===== src/rtl/core/qmm_pkg.sv =====
// ----------------------------------------------------------------------------
// qmm_pkg
// shared constants and types of the averaged quad motor mixer
// ----------------------------------------------------------------------------
package qmm_pkg;

  localparam int WINDOW_LENGTH = 5;
  localparam int SAMPLE_BITS   = 12;

  localparam int IN_BITS   = 12;
  localparam int OUT_BITS  = 12;
  localparam int GAIN_BITS = 16;
  localparam int FRAC_BITS = 12;

  localparam int SUM_BITS   = SAMPLE_BITS + $clog2(WINDOW_LENGTH);
  localparam int DIV_SHIFT  = SUM_BITS + $clog2(WINDOW_LENGTH);
  localparam int RECIP_BITS = DIV_SHIFT + 1;
  localparam logic [RECIP_BITS-1:0] RECIP =
    RECIP_BITS'(((64'd1 << DIV_SHIFT) + 64'(WINDOW_LENGTH) - 64'd1) / 64'(WINDOW_LENGTH));
  localparam int DIV_PROD_BITS = SUM_BITS + RECIP_BITS;

  localparam int CENT_BITS = SAMPLE_BITS + 1;
  localparam int PROD_BITS = GAIN_BITS + CENT_BITS;
  localparam int MIX_BITS  = SAMPLE_BITS + FRAC_BITS + 7;
  localparam int WIDE_BITS = SAMPLE_BITS + OUT_BITS;

  localparam int CENTER    = 1500;
  localparam int LOW_CUT   = 1012;
  localparam int LOW_CUT_Q = LOW_CUT * (2 ** FRAC_BITS);
  localparam int OUT_MAX   = (2 ** OUT_BITS) - 1;

  localparam int CH_COUNT = 4;
  localparam int CH_THR   = 0;
  localparam int CH_ROLL  = 1;
  localparam int CH_PITCH = 2;
  localparam int CH_YAW   = 3;

  localparam int CFG_IDX_BITS  = 3;
  localparam int CFG_DATA_BITS = 16;

  localparam logic [CFG_IDX_BITS-1:0] REG_ROLL_GAIN      = 3'd0;
  localparam logic [CFG_IDX_BITS-1:0] REG_PITCH_GAIN     = 3'd1;
  localparam logic [CFG_IDX_BITS-1:0] REG_YAW_GAIN       = 3'd2;
  localparam logic [CFG_IDX_BITS-1:0] REG_IDLE_THRESHOLD = 3'd3;
  localparam logic [CFG_IDX_BITS-1:0] REG_PWM_FLOOR      = 3'd4;
  localparam logic [CFG_IDX_BITS-1:0] REG_PWM_CEILING    = 3'd5;

  typedef logic [IN_BITS-1:0]              field_t;
  typedef logic [SAMPLE_BITS-1:0]          sample_t;
  typedef logic [SUM_BITS-1:0]             sum_t;
  typedef logic [DIV_PROD_BITS-1:0]        div_prod_t;
  typedef logic signed [GAIN_BITS-1:0]     gain_t;
  typedef logic signed [CENT_BITS-1:0]     cent_t;
  typedef logic signed [PROD_BITS-1:0]     prod_t;
  typedef logic signed [MIX_BITS-1:0]      mix_t;
  typedef logic [OUT_BITS-1:0]             motor_t;
  typedef logic [CFG_IDX_BITS-1:0]         cfg_idx_t;
  typedef logic [CFG_DATA_BITS-1:0]        cfg_data_t;

  localparam gain_t   GAIN_RESET      = 16'sd4096;
  localparam motor_t  IDLE_RESET      = 12'd1100;
  localparam motor_t  FLOOR_RESET     = 12'd1000;
  localparam motor_t  CEILING_RESET   = 12'd2000;
  localparam sample_t WIN_HEAD_RESET  = SAMPLE_BITS'(1001);

  typedef struct packed {
    gain_t  roll_gain;
    gain_t  pitch_gain;
    gain_t  yaw_gain;
    motor_t idle_threshold;
    motor_t pwm_floor;
    motor_t pwm_ceiling;
  } cfg_t;

endpackage


===== src/rtl/core/qmm_ifs.sv =====
// ----------------------------------------------------------------------------
// qmm channel interfaces
// valid/ready channels for samples, motor commands and register writes
// ----------------------------------------------------------------------------
interface qmm_in_if;
  import qmm_pkg::*;
  logic   valid;
  logic   ready;
  field_t throttle_sample;
  field_t roll_sample;
  field_t pitch_sample;
  field_t yaw_sample;
  modport source (output valid, throttle_sample, roll_sample, pitch_sample, yaw_sample,
                  input ready);
  modport sink   (input valid, throttle_sample, roll_sample, pitch_sample, yaw_sample,
                  output ready);
endinterface

interface qmm_out_if;
  import qmm_pkg::*;
  logic   valid;
  logic   ready;
  motor_t motor_one;
  motor_t motor_two;
  motor_t motor_three;
  motor_t motor_four;
  logic   idle_bypass;
  modport source (output valid, motor_one, motor_two, motor_three, motor_four, idle_bypass,
                  input ready);
  modport sink   (input valid, motor_one, motor_two, motor_three, motor_four, idle_bypass,
                  output ready);
endinterface

interface qmm_cfg_if;
  import qmm_pkg::*;
  logic      valid;
  logic      ready;
  cfg_idx_t  index;
  cfg_data_t data;
  modport source (output valid, index, data, input ready);
  modport sink   (input valid, index, data, output ready);
endinterface


===== src/rtl/core/quad_motor_mixer_averaged_unit.sv =====
// ----------------------------------------------------------------------------
// quad_motor_mixer_averaged_unit
// moving-average receiver filter and x-frame motor mixer
// ----------------------------------------------------------------------------
//  channel  dir  beat contents
//  in_ch    in   throttle, roll, pitch, yaw samples
//  out_ch   out  four motor commands, idle bypass flag
//  cfg_ch   in   register index, write data (always ready)
//
//  one beat per cycle while out_ch is ready, via sum, average, product and motor registers
//  stages: window sum, divide by reciprocal multiply, gain multiply, mix and clamp
//  every stage holds its beat while the next is full, bubbles are squeezed out
//  synchronous active-low reset: windows and sums preloaded, config and valids reset
// ----------------------------------------------------------------------------
module quad_motor_mixer_averaged_unit
  import qmm_pkg::*;
(
  input  logic   clk,
  input  logic   rst_n,
  qmm_cfg_if.sink   cfg_ch,
  qmm_in_if.sink    in_ch,
  qmm_out_if.source out_ch
);

  cfg_t    cfg_r;
  sample_t win_r [CH_COUNT][WINDOW_LENGTH];
  sum_t    sum_r [CH_COUNT];
  sum_t    sum_nxt [CH_COUNT];
  sample_t smp [CH_COUNT];
  sample_t avg_r [CH_COUNT];
  sample_t avg_nxt [CH_COUNT];
  prod_t   prd_r [3];
  prod_t   prd_nxt [3];
  sample_t thr_r;
  logic    idle_r;
  motor_t  mot_r [CH_COUNT];
  motor_t  mot_nxt [CH_COUNT];
  logic    byp_r;

  logic v1_r, v2_r, v3_r, ov_r;
  logic rdy2, rdy3, rdy4;
  logic acc, ld2, ld3, ld4;

  // configuration
  assign cfg_ch.ready = 1'b1;

  always_ff @(posedge clk) begin
    if (!rst_n) begin
      cfg_r.roll_gain      <= GAIN_RESET;
      cfg_r.pitch_gain     <= GAIN_RESET;
      cfg_r.yaw_gain       <= GAIN_RESET;
      cfg_r.idle_threshold <= IDLE_RESET;
      cfg_r.pwm_floor      <= FLOOR_RESET;
      cfg_r.pwm_ceiling    <= CEILING_RESET;
    end else if (cfg_ch.valid) begin
      unique case (cfg_ch.index)
        REG_ROLL_GAIN:      cfg_r.roll_gain      <= gain_t'(cfg_ch.data);
        REG_PITCH_GAIN:     cfg_r.pitch_gain     <= gain_t'(cfg_ch.data);
        REG_YAW_GAIN:       cfg_r.yaw_gain       <= gain_t'(cfg_ch.data);
        REG_IDLE_THRESHOLD: cfg_r.idle_threshold <= cfg_ch.data[OUT_BITS-1:0];
        REG_PWM_FLOOR:      cfg_r.pwm_floor      <= cfg_ch.data[OUT_BITS-1:0];
        REG_PWM_CEILING:    cfg_r.pwm_ceiling    <= cfg_ch.data[OUT_BITS-1:0];
        default: ;
      endcase
    end
  end

  // handshake chain
  assign rdy4        = !ov_r || out_ch.ready;
  assign rdy3        = !v3_r || rdy4;
  assign rdy2        = !v2_r || rdy3;
  assign in_ch.ready = !v1_r || rdy2;
  assign acc         = in_ch.valid && in_ch.ready;
  assign ld2         = v1_r && rdy2;
  assign ld3         = v2_r && rdy3;
  assign ld4         = v3_r && rdy4;

  always_ff @(posedge clk) begin
    if (!rst_n) begin
      v1_r <= 1'b0;
      v2_r <= 1'b0;
      v3_r <= 1'b0;
      ov_r <= 1'b0;
    end else begin
      if (acc)              v1_r <= 1'b1;
      else if (ld2)         v1_r <= 1'b0;
      if (ld2)              v2_r <= 1'b1;
      else if (ld3)         v2_r <= 1'b0;
      if (ld3)              v3_r <= 1'b1;
      else if (ld4)         v3_r <= 1'b0;
      if (ld4)              ov_r <= 1'b1;
      else if (out_ch.ready) ov_r <= 1'b0;
    end
  end

  // stage 1: windows and running sums
  assign smp[CH_THR]   = sample_t'(in_ch.throttle_sample);
  assign smp[CH_ROLL]  = sample_t'(in_ch.roll_sample);
  assign smp[CH_PITCH] = sample_t'(in_ch.pitch_sample);
  assign smp[CH_YAW]   = sample_t'(in_ch.yaw_sample);

  always_comb begin
    for (int c = 0; c < CH_COUNT; c++) begin
      sum_nxt[c] = sum_r[c] + sum_t'(smp[c]) - sum_t'(win_r[c][WINDOW_LENGTH-1]);
    end
  end

  always_ff @(posedge clk) begin
    if (!rst_n) begin
      for (int c = 0; c < CH_COUNT; c++) begin
        for (int i = 1; i < WINDOW_LENGTH; i++) begin
          win_r[c][i] <= '0;
        end
        win_r[c][0] <= WIN_HEAD_RESET;
        sum_r[c]    <= sum_t'(WIN_HEAD_RESET);
      end
    end else if (acc) begin
      for (int c = 0; c < CH_COUNT; c++) begin
        win_r[c][0] <= smp[c];
        for (int i = 1; i < WINDOW_LENGTH; i++) begin
          win_r[c][i] <= win_r[c][i-1];
        end
        sum_r[c] <= sum_nxt[c];
      end
    end
  end

  // stage 2: floor divide by the window length
  always_comb begin
    div_prod_t q;
    for (int c = 0; c < CH_COUNT; c++) begin
      q          = div_prod_t'(sum_r[c]) * div_prod_t'(RECIP);
      avg_nxt[c] = q[DIV_SHIFT +: SAMPLE_BITS];
    end
  end

  always_ff @(posedge clk) begin
    if (ld2) begin
      for (int c = 0; c < CH_COUNT; c++) avg_r[c] <= avg_nxt[c];
    end
  end

  // stage 3: centre and scale
  function automatic prod_t scale(input sample_t avg, input gain_t gain);
    cent_t cent;
    cent  = cent_t'({1'b0, avg}) - cent_t'(CENTER);
    return prod_t'(gain) * prod_t'(cent);
  endfunction

  assign prd_nxt[0] = scale(avg_r[CH_ROLL],  cfg_r.roll_gain);
  assign prd_nxt[1] = scale(avg_r[CH_PITCH], cfg_r.pitch_gain);
  assign prd_nxt[2] = scale(avg_r[CH_YAW],   cfg_r.yaw_gain);

  always_ff @(posedge clk) begin
    if (ld3) begin
      for (int k = 0; k < 3; k++) prd_r[k] <= prd_nxt[k];
      thr_r  <= avg_r[CH_THR];
      idle_r <= WIDE_BITS'(avg_r[CH_THR]) < WIDE_BITS'(cfg_r.idle_threshold);
    end
  end

  // stage 4: mix and clamp
  function automatic motor_t clamp(input mix_t q, input motor_t flo, input motor_t ceil_v);
    mix_t m;
    m = q >>> FRAC_BITS;
    if (q < mix_t'(LOW_CUT_Q)) return flo;
    if (m > mix_t'(ceil_v))   return ceil_v;
    return m[OUT_BITS-1:0];
  endfunction

  always_comb begin
    mix_t   base, r, p, y;
    motor_t thr_out;
    base = mix_t'({thr_r, FRAC_BITS'(0)});
    r    = mix_t'(prd_r[0]);
    p    = mix_t'(prd_r[1]);
    y    = mix_t'(prd_r[2]);
    if (WIDE_BITS'(thr_r) > WIDE_BITS'(OUT_MAX)) thr_out = motor_t'(OUT_MAX);
    else                                          thr_out = thr_r[OUT_BITS-1:0];
    if (idle_r) begin
      for (int c = 0; c < CH_COUNT; c++) mot_nxt[c] = thr_out;
    end else begin
      mot_nxt[0] = clamp(base + r - p + y, cfg_r.pwm_floor, cfg_r.pwm_ceiling);
      mot_nxt[1] = clamp(base - r - p - y, cfg_r.pwm_floor, cfg_r.pwm_ceiling);
      mot_nxt[2] = clamp(base - r + p + y, cfg_r.pwm_floor, cfg_r.pwm_ceiling);
      mot_nxt[3] = clamp(base + r + p - y, cfg_r.pwm_floor, cfg_r.pwm_ceiling);
    end
  end

  always_ff @(posedge clk) begin
    if (ld4) begin
      for (int c = 0; c < CH_COUNT; c++) mot_r[c] <= mot_nxt[c];
      byp_r <= idle_r;
    end
  end

  assign out_ch.valid       = ov_r;
  assign out_ch.motor_one   = mot_r[0];
  assign out_ch.motor_two   = mot_r[1];
  assign out_ch.motor_three = mot_r[2];
  assign out_ch.motor_four  = mot_r[3];
  assign out_ch.idle_bypass = byp_r;

  // checks
  a_accept_fills_s1: assert property (@(posedge clk) disable iff (!rst_n)
    acc |=> v1_r) else $error("accepted beat not held in first stage");

  a_result_moves_on: assert property (@(posedge clk) disable iff (!rst_n)
    v3_r && !ov_r |=> ov_r) else $error("result stage did not load");

  a_idle_equal: assert property (@(posedge clk) disable iff (!rst_n)
    ov_r && byp_r |-> (mot_r[0] == mot_r[1]) && (mot_r[1] == mot_r[2]) &&
                      (mot_r[2] == mot_r[3])) else $error("idle motors differ");

  a_reset_empty: assert property (@(posedge clk)
    !rst_n |=> !out_ch.valid) else $error("result valid after reset");

endmodule


===== src/flat_wrapper.sv =====
// flat-port wrapper written by rule: the top's interface ports become plain ports
module quad_motor_mixer_averaged_unit_flat import qmm_pkg::*;
  (clk, rst_n, cfg_ch_valid, cfg_ch_index, cfg_ch_data, cfg_ch_ready, in_ch_valid, in_ch_throttle_sample, in_ch_roll_sample, in_ch_pitch_sample, in_ch_yaw_sample, in_ch_ready, out_ch_valid, out_ch_motor_one, out_ch_motor_two, out_ch_motor_three, out_ch_motor_four, out_ch_idle_bypass, out_ch_ready);
  qmm_cfg_if cfg_ch_i ();
  qmm_in_if in_ch_i ();
  qmm_out_if out_ch_i ();
  input  logic clk;
  input  logic rst_n;
  input wire logic [$bits(cfg_ch_i.valid)-1:0] cfg_ch_valid;
  input wire logic [$bits(cfg_ch_i.index)-1:0] cfg_ch_index;
  input wire logic [$bits(cfg_ch_i.data)-1:0] cfg_ch_data;
  output wire logic [$bits(cfg_ch_i.ready)-1:0] cfg_ch_ready;
  input wire logic [$bits(in_ch_i.valid)-1:0] in_ch_valid;
  input wire logic [$bits(in_ch_i.throttle_sample)-1:0] in_ch_throttle_sample;
  input wire logic [$bits(in_ch_i.roll_sample)-1:0] in_ch_roll_sample;
  input wire logic [$bits(in_ch_i.pitch_sample)-1:0] in_ch_pitch_sample;
  input wire logic [$bits(in_ch_i.yaw_sample)-1:0] in_ch_yaw_sample;
  output wire logic [$bits(in_ch_i.ready)-1:0] in_ch_ready;
  output wire logic [$bits(out_ch_i.valid)-1:0] out_ch_valid;
  output wire logic [$bits(out_ch_i.motor_one)-1:0] out_ch_motor_one;
  output wire logic [$bits(out_ch_i.motor_two)-1:0] out_ch_motor_two;
  output wire logic [$bits(out_ch_i.motor_three)-1:0] out_ch_motor_three;
  output wire logic [$bits(out_ch_i.motor_four)-1:0] out_ch_motor_four;
  output wire logic [$bits(out_ch_i.idle_bypass)-1:0] out_ch_idle_bypass;
  input wire logic [$bits(out_ch_i.ready)-1:0] out_ch_ready;
  assign cfg_ch_i.valid = cfg_ch_valid;
  assign cfg_ch_i.index = cfg_ch_index;
  assign cfg_ch_i.data = cfg_ch_data;
  assign cfg_ch_ready = cfg_ch_i.ready;
  assign in_ch_i.valid = in_ch_valid;
  assign in_ch_i.throttle_sample = in_ch_throttle_sample;
  assign in_ch_i.roll_sample = in_ch_roll_sample;
  assign in_ch_i.pitch_sample = in_ch_pitch_sample;
  assign in_ch_i.yaw_sample = in_ch_yaw_sample;
  assign in_ch_ready = in_ch_i.ready;
  assign out_ch_valid = out_ch_i.valid;
  assign out_ch_motor_one = out_ch_i.motor_one;
  assign out_ch_motor_two = out_ch_i.motor_two;
  assign out_ch_motor_three = out_ch_i.motor_three;
  assign out_ch_motor_four = out_ch_i.motor_four;
  assign out_ch_idle_bypass = out_ch_i.idle_bypass;
  assign out_ch_i.ready = out_ch_ready;
  quad_motor_mixer_averaged_unit u_core (.clk(clk), .rst_n(rst_n), .cfg_ch(cfg_ch_i), .in_ch(in_ch_i), .out_ch(out_ch_i));
endmodule

===== config.mk =====
export PLATFORM = sky130hd
export DESIGN_NAME = quad_motor_mixer_averaged_unit_flat
export DESIGN_NICKNAME = d
export VERILOG_FILES = /design/src/rtl/core/qmm_pkg.sv /design/src/rtl/core/qmm_ifs.sv /design/src/rtl/core/quad_motor_mixer_averaged_unit.sv /design/src/flat_wrapper.sv
export SDC_FILE = /design/constraint.sdc
export NUM_CORES = 2
export LEC_CHECK = 0
export ABC_AREA = 1
export ABC_CLOCK_PERIOD_IN_PS = 10700
export BUFFER_PORTS_ARGS = -buffer_cell sky130_fd_sc_hd__buf_2
export CORE_UTILIZATION = 60
export CTS_CLUSTER_SIZE = 28
export DETAILED_ROUTE_END_ITERATION = 12
export GPL_TIMING_DRIVEN = 0
export PLACE_DENSITY = 0.8
export SYNTH_ARGS = -nofsm -noshare
export SYNTH_HDL_FRONTEND = slang
export SYNTH_SLANG_ARGS = --single-unit

===== constraint.sdc =====
create_clock -name clk -period 10.7 [get_ports clk]
set_clock_uncertainty 0.2 [all_clocks]
set_input_delay 0.535 -clock clk [delete_from_list [all_inputs] [get_ports clk]]
set_output_delay 0.535 -clock clk [all_outputs]
set_load 0.05 [all_outputs]

==> results_dict.tcl <==
set metrics [dict create \
    max_freq_mhz 126.4 \
    fin_crit_sh_pct 73.93 \
    slew_headroom_pct 17.68 \
    synthArstFlopShare_pct 0 \
    r2r_cells 23 \
    ant_nets 0 \
    io_buffers 122 \
    grt_pass1_vias 64540 \
    ys.flop_type "edfxtp_1" \
    cp.required_ns 11.02 \
    critPathKind "reg2reg" \
    clkTransAtPathRegs_ns 0.06 \
    syn_inst 9353 \
    drcViolationCount 0 \
    start_util_pct 60.58 \
    cts_tree "yes" \
    grt_pass1_wl_um 348500 \
    status "finished, final reports clean" \
    hpwl_um 187300 \
    cp_max_fo 10 \
    synth-edff-count 485 \
    clk_latency_ns 0.70 \
    syn_to_final_growth_pct 7.447 \
    drtPass1Iterations 8 \
    via_per_inst 5.469 \
    io_pins 124 \
    min_period_ns 7.911 \
    core_um2 127700 \
    synth_top_area_share_pct 25.49 \
    worst_ep_arrival_time_ns 8.23 \
    nNetsFinal 11580 \
    placed_area_um2 80230 \
    cts_max_path_buffers 3 \
    maxCapViolations 0 \
    routedWlPerCell_um 19.66 \
    ys_ff_latch 585 \
    hold_depth 3 \
    synth_common_cells "inv_1, nand2_1, fa_1, ha_1, nor2_1" \
    die_area_um2 130400 \
    holdCritPathClass "in2reg" \
    hold_viol_final 0 \
    synth_warnings 0 \
    numClockSinks 585 \
    place_congestion 1.029 \
    report.final.slew_viol_count 0 \
    synth_seq_area_share_pct 21.42 \
    grt_overflow 0 \
    final-setup-viol-count 0 \
    syn-cell-area_um2 77350 \
    die_w_um 361.1 \
    drt_iter0_markers 4345 \
    drive_gt1_share_pct 3.842 \
    vias 61910 \
    cp-start-kind "flip-flop" \
    numCtsBuffers 70 \
    fp-row-count 131 \
    routed_wl_um 222600 \
    grt_max_degree 79 \
    ys_top_cells_by_area "fa_1, edfxtp_1, ha_1" \
    design_area_um2 83110 \
    synth_top_cell_by_area "fa_1" \
    die_y_um 361.1 \
    synth.distinct_cells 62 \
    cts_root_buffer "clkbuf_16" \
    antenna_found_initial 3 \
    endpoint_kind "flip-flop" \
    post-synth-top-count-cell "inv_1" \
    htreeDepth 3 \
    rsz0062_at_grt "false" \
    synth_fp_nets 11330 \
    worst_slew_pin_slew_ns 1.235 \
    avgSynthCellArea_um2 8.270 \
    cts_resized 0 \
    grt_usage_pct 34.85 \
]
metal layers:
metal | global-route usage (%) | wire length, um
met1 | 42.71 | 87700
met2 | 59.71 | 106600
met3 | 5.587 | 15440
met4 | 17.29 | 12870
met5 | 0 | 29
kinds of logic after synthesis:
logic type	Yosys count	synth area share, %
xor+xnor	242	2.808
other cells	1	0.004848
buf+inv	2480	12.14
compound gates	856	6.148
fa+ha+maj	1903	40.34
simple gates	3286	17.14
flops	585	21.42
final cells by class:
cell class / count / area (um^2)
antenna: 2 / 5.005
buffer: 168 / 719.4
clock buffer: 86 / 1863
clock inverter: 42 / 550.5
fill: 10580 / 44570
inverter: 2312 / 8681
multi-input combinational: 6288 / 51400
sequential: 585 / 16570
tap: 1662 / 2079
timing repair buffer: 175 / 1249
flip-flops by register name, indices dropped and copies added, names as in the netlist:
signal                     count
u_core.avg_r                  48
u_core.cfg_r                  84
u_core.idle_r                  1
u_core.mot_r                  48
u_core.out_ch.idle_bypass      1
u_core.out_ch.valid            1
u_core.prd_r                  87
u_core.sum_r                  60
u_core.thr_r                  12
u_core.v1_r                    1
u_core.v2_r                    1
u_core.v3_r                    1
u_core.win_r                 240
repair_timing:
item	CTS	global route
endpoints found under the hold margin	46	0
setup buffers	0	0
hold buffers	46	0
final timing paths:
path / from / to / slack, ns
hold / removal: in_ch_throttle_sample[11] / u_core.win_r[0][59] / 0.05
setup reg to reg: u_core.avg_r[2][2] / u_core.prd_r[0][48] / 2.79
hold reg to reg: u_core.avg_r[0][9] / u_core.thr_r[9] / 0.25
setup / recovery: u_core.avg_r[2][2] / u_core.prd_r[0][48] / 2.79
critical path, stage by stage (launching register included):
cell and delay, ns:
edfxtp_1 0.67, ha_1 0.28, xor2_1 0.78, clkbuf_1 0.47, nand2_1 0.15, fa_1 0.54
fa_1 0.52, inv_1 0.05, fa_1 0.55, fa_1 0.44, fa_1 0.50, inv_1 0.06
fa_1 0.51, inv_1 0.05, ha_1 0.40, nand2_1 0.07, o21ai_0 0.51, nand2_1 0.10
nand2_1 0.09, a21oi_1 0.09, o21ai_0 0.31, nand3_1 0.11, nand2_1 0.10, xor2_1 0.19
per-stage QoR:
stage / worst slack [ns] / hold WS, ns / setup TNS, ns / cells / utilization [%]
5_1_grt: 2.456 / 0.03404 / 0 / 11320 / 65.09
2_1_floorplan: 0.2878 / 0.2208 / 0 / 9353 / -
3_5_place_dp: 2.967 / 0.2379 / 0 / 11140 / 62.84
4_1_cts: 2.899 / 0.009203 / 0 / 11320 / 65.09
3_3_place_gp: -2.712 / 0.2412 / -797.04 / 11140 / 62.69
6_report: 2.789 / 0.04778 / 0 / 11320 / 65.09
cell usage in the layout (no fill, tap or decap), types with 57 or more instances in the layout:
cell type / Yosys / final
a21oi_1: 430 / 430
nor2_1: 777 / 776
clkbuf_16: 0 / 71
ha_1: 918 / 918
nor3_1: 57 / 57
xor2_1: 164 / 164
buf_2: 13 / 135
clkbuf_1: 140 / 151
fa_1: 985 / 985
inv_1: 2278 / 2276
xnor2_1: 74 / 74
dfxtp_1: 100 / 100
nand2_1: 2002 / 2002
nand3_1: 278 / 278
nand4_1: 68 / 68
edfxtp_1: 485 / 485
o21ai_0: 231 / 231
Power is left out: the tool's default activity adds up to more than one toggle a clock period on the data nets, which glitch-free logic cannot reach.
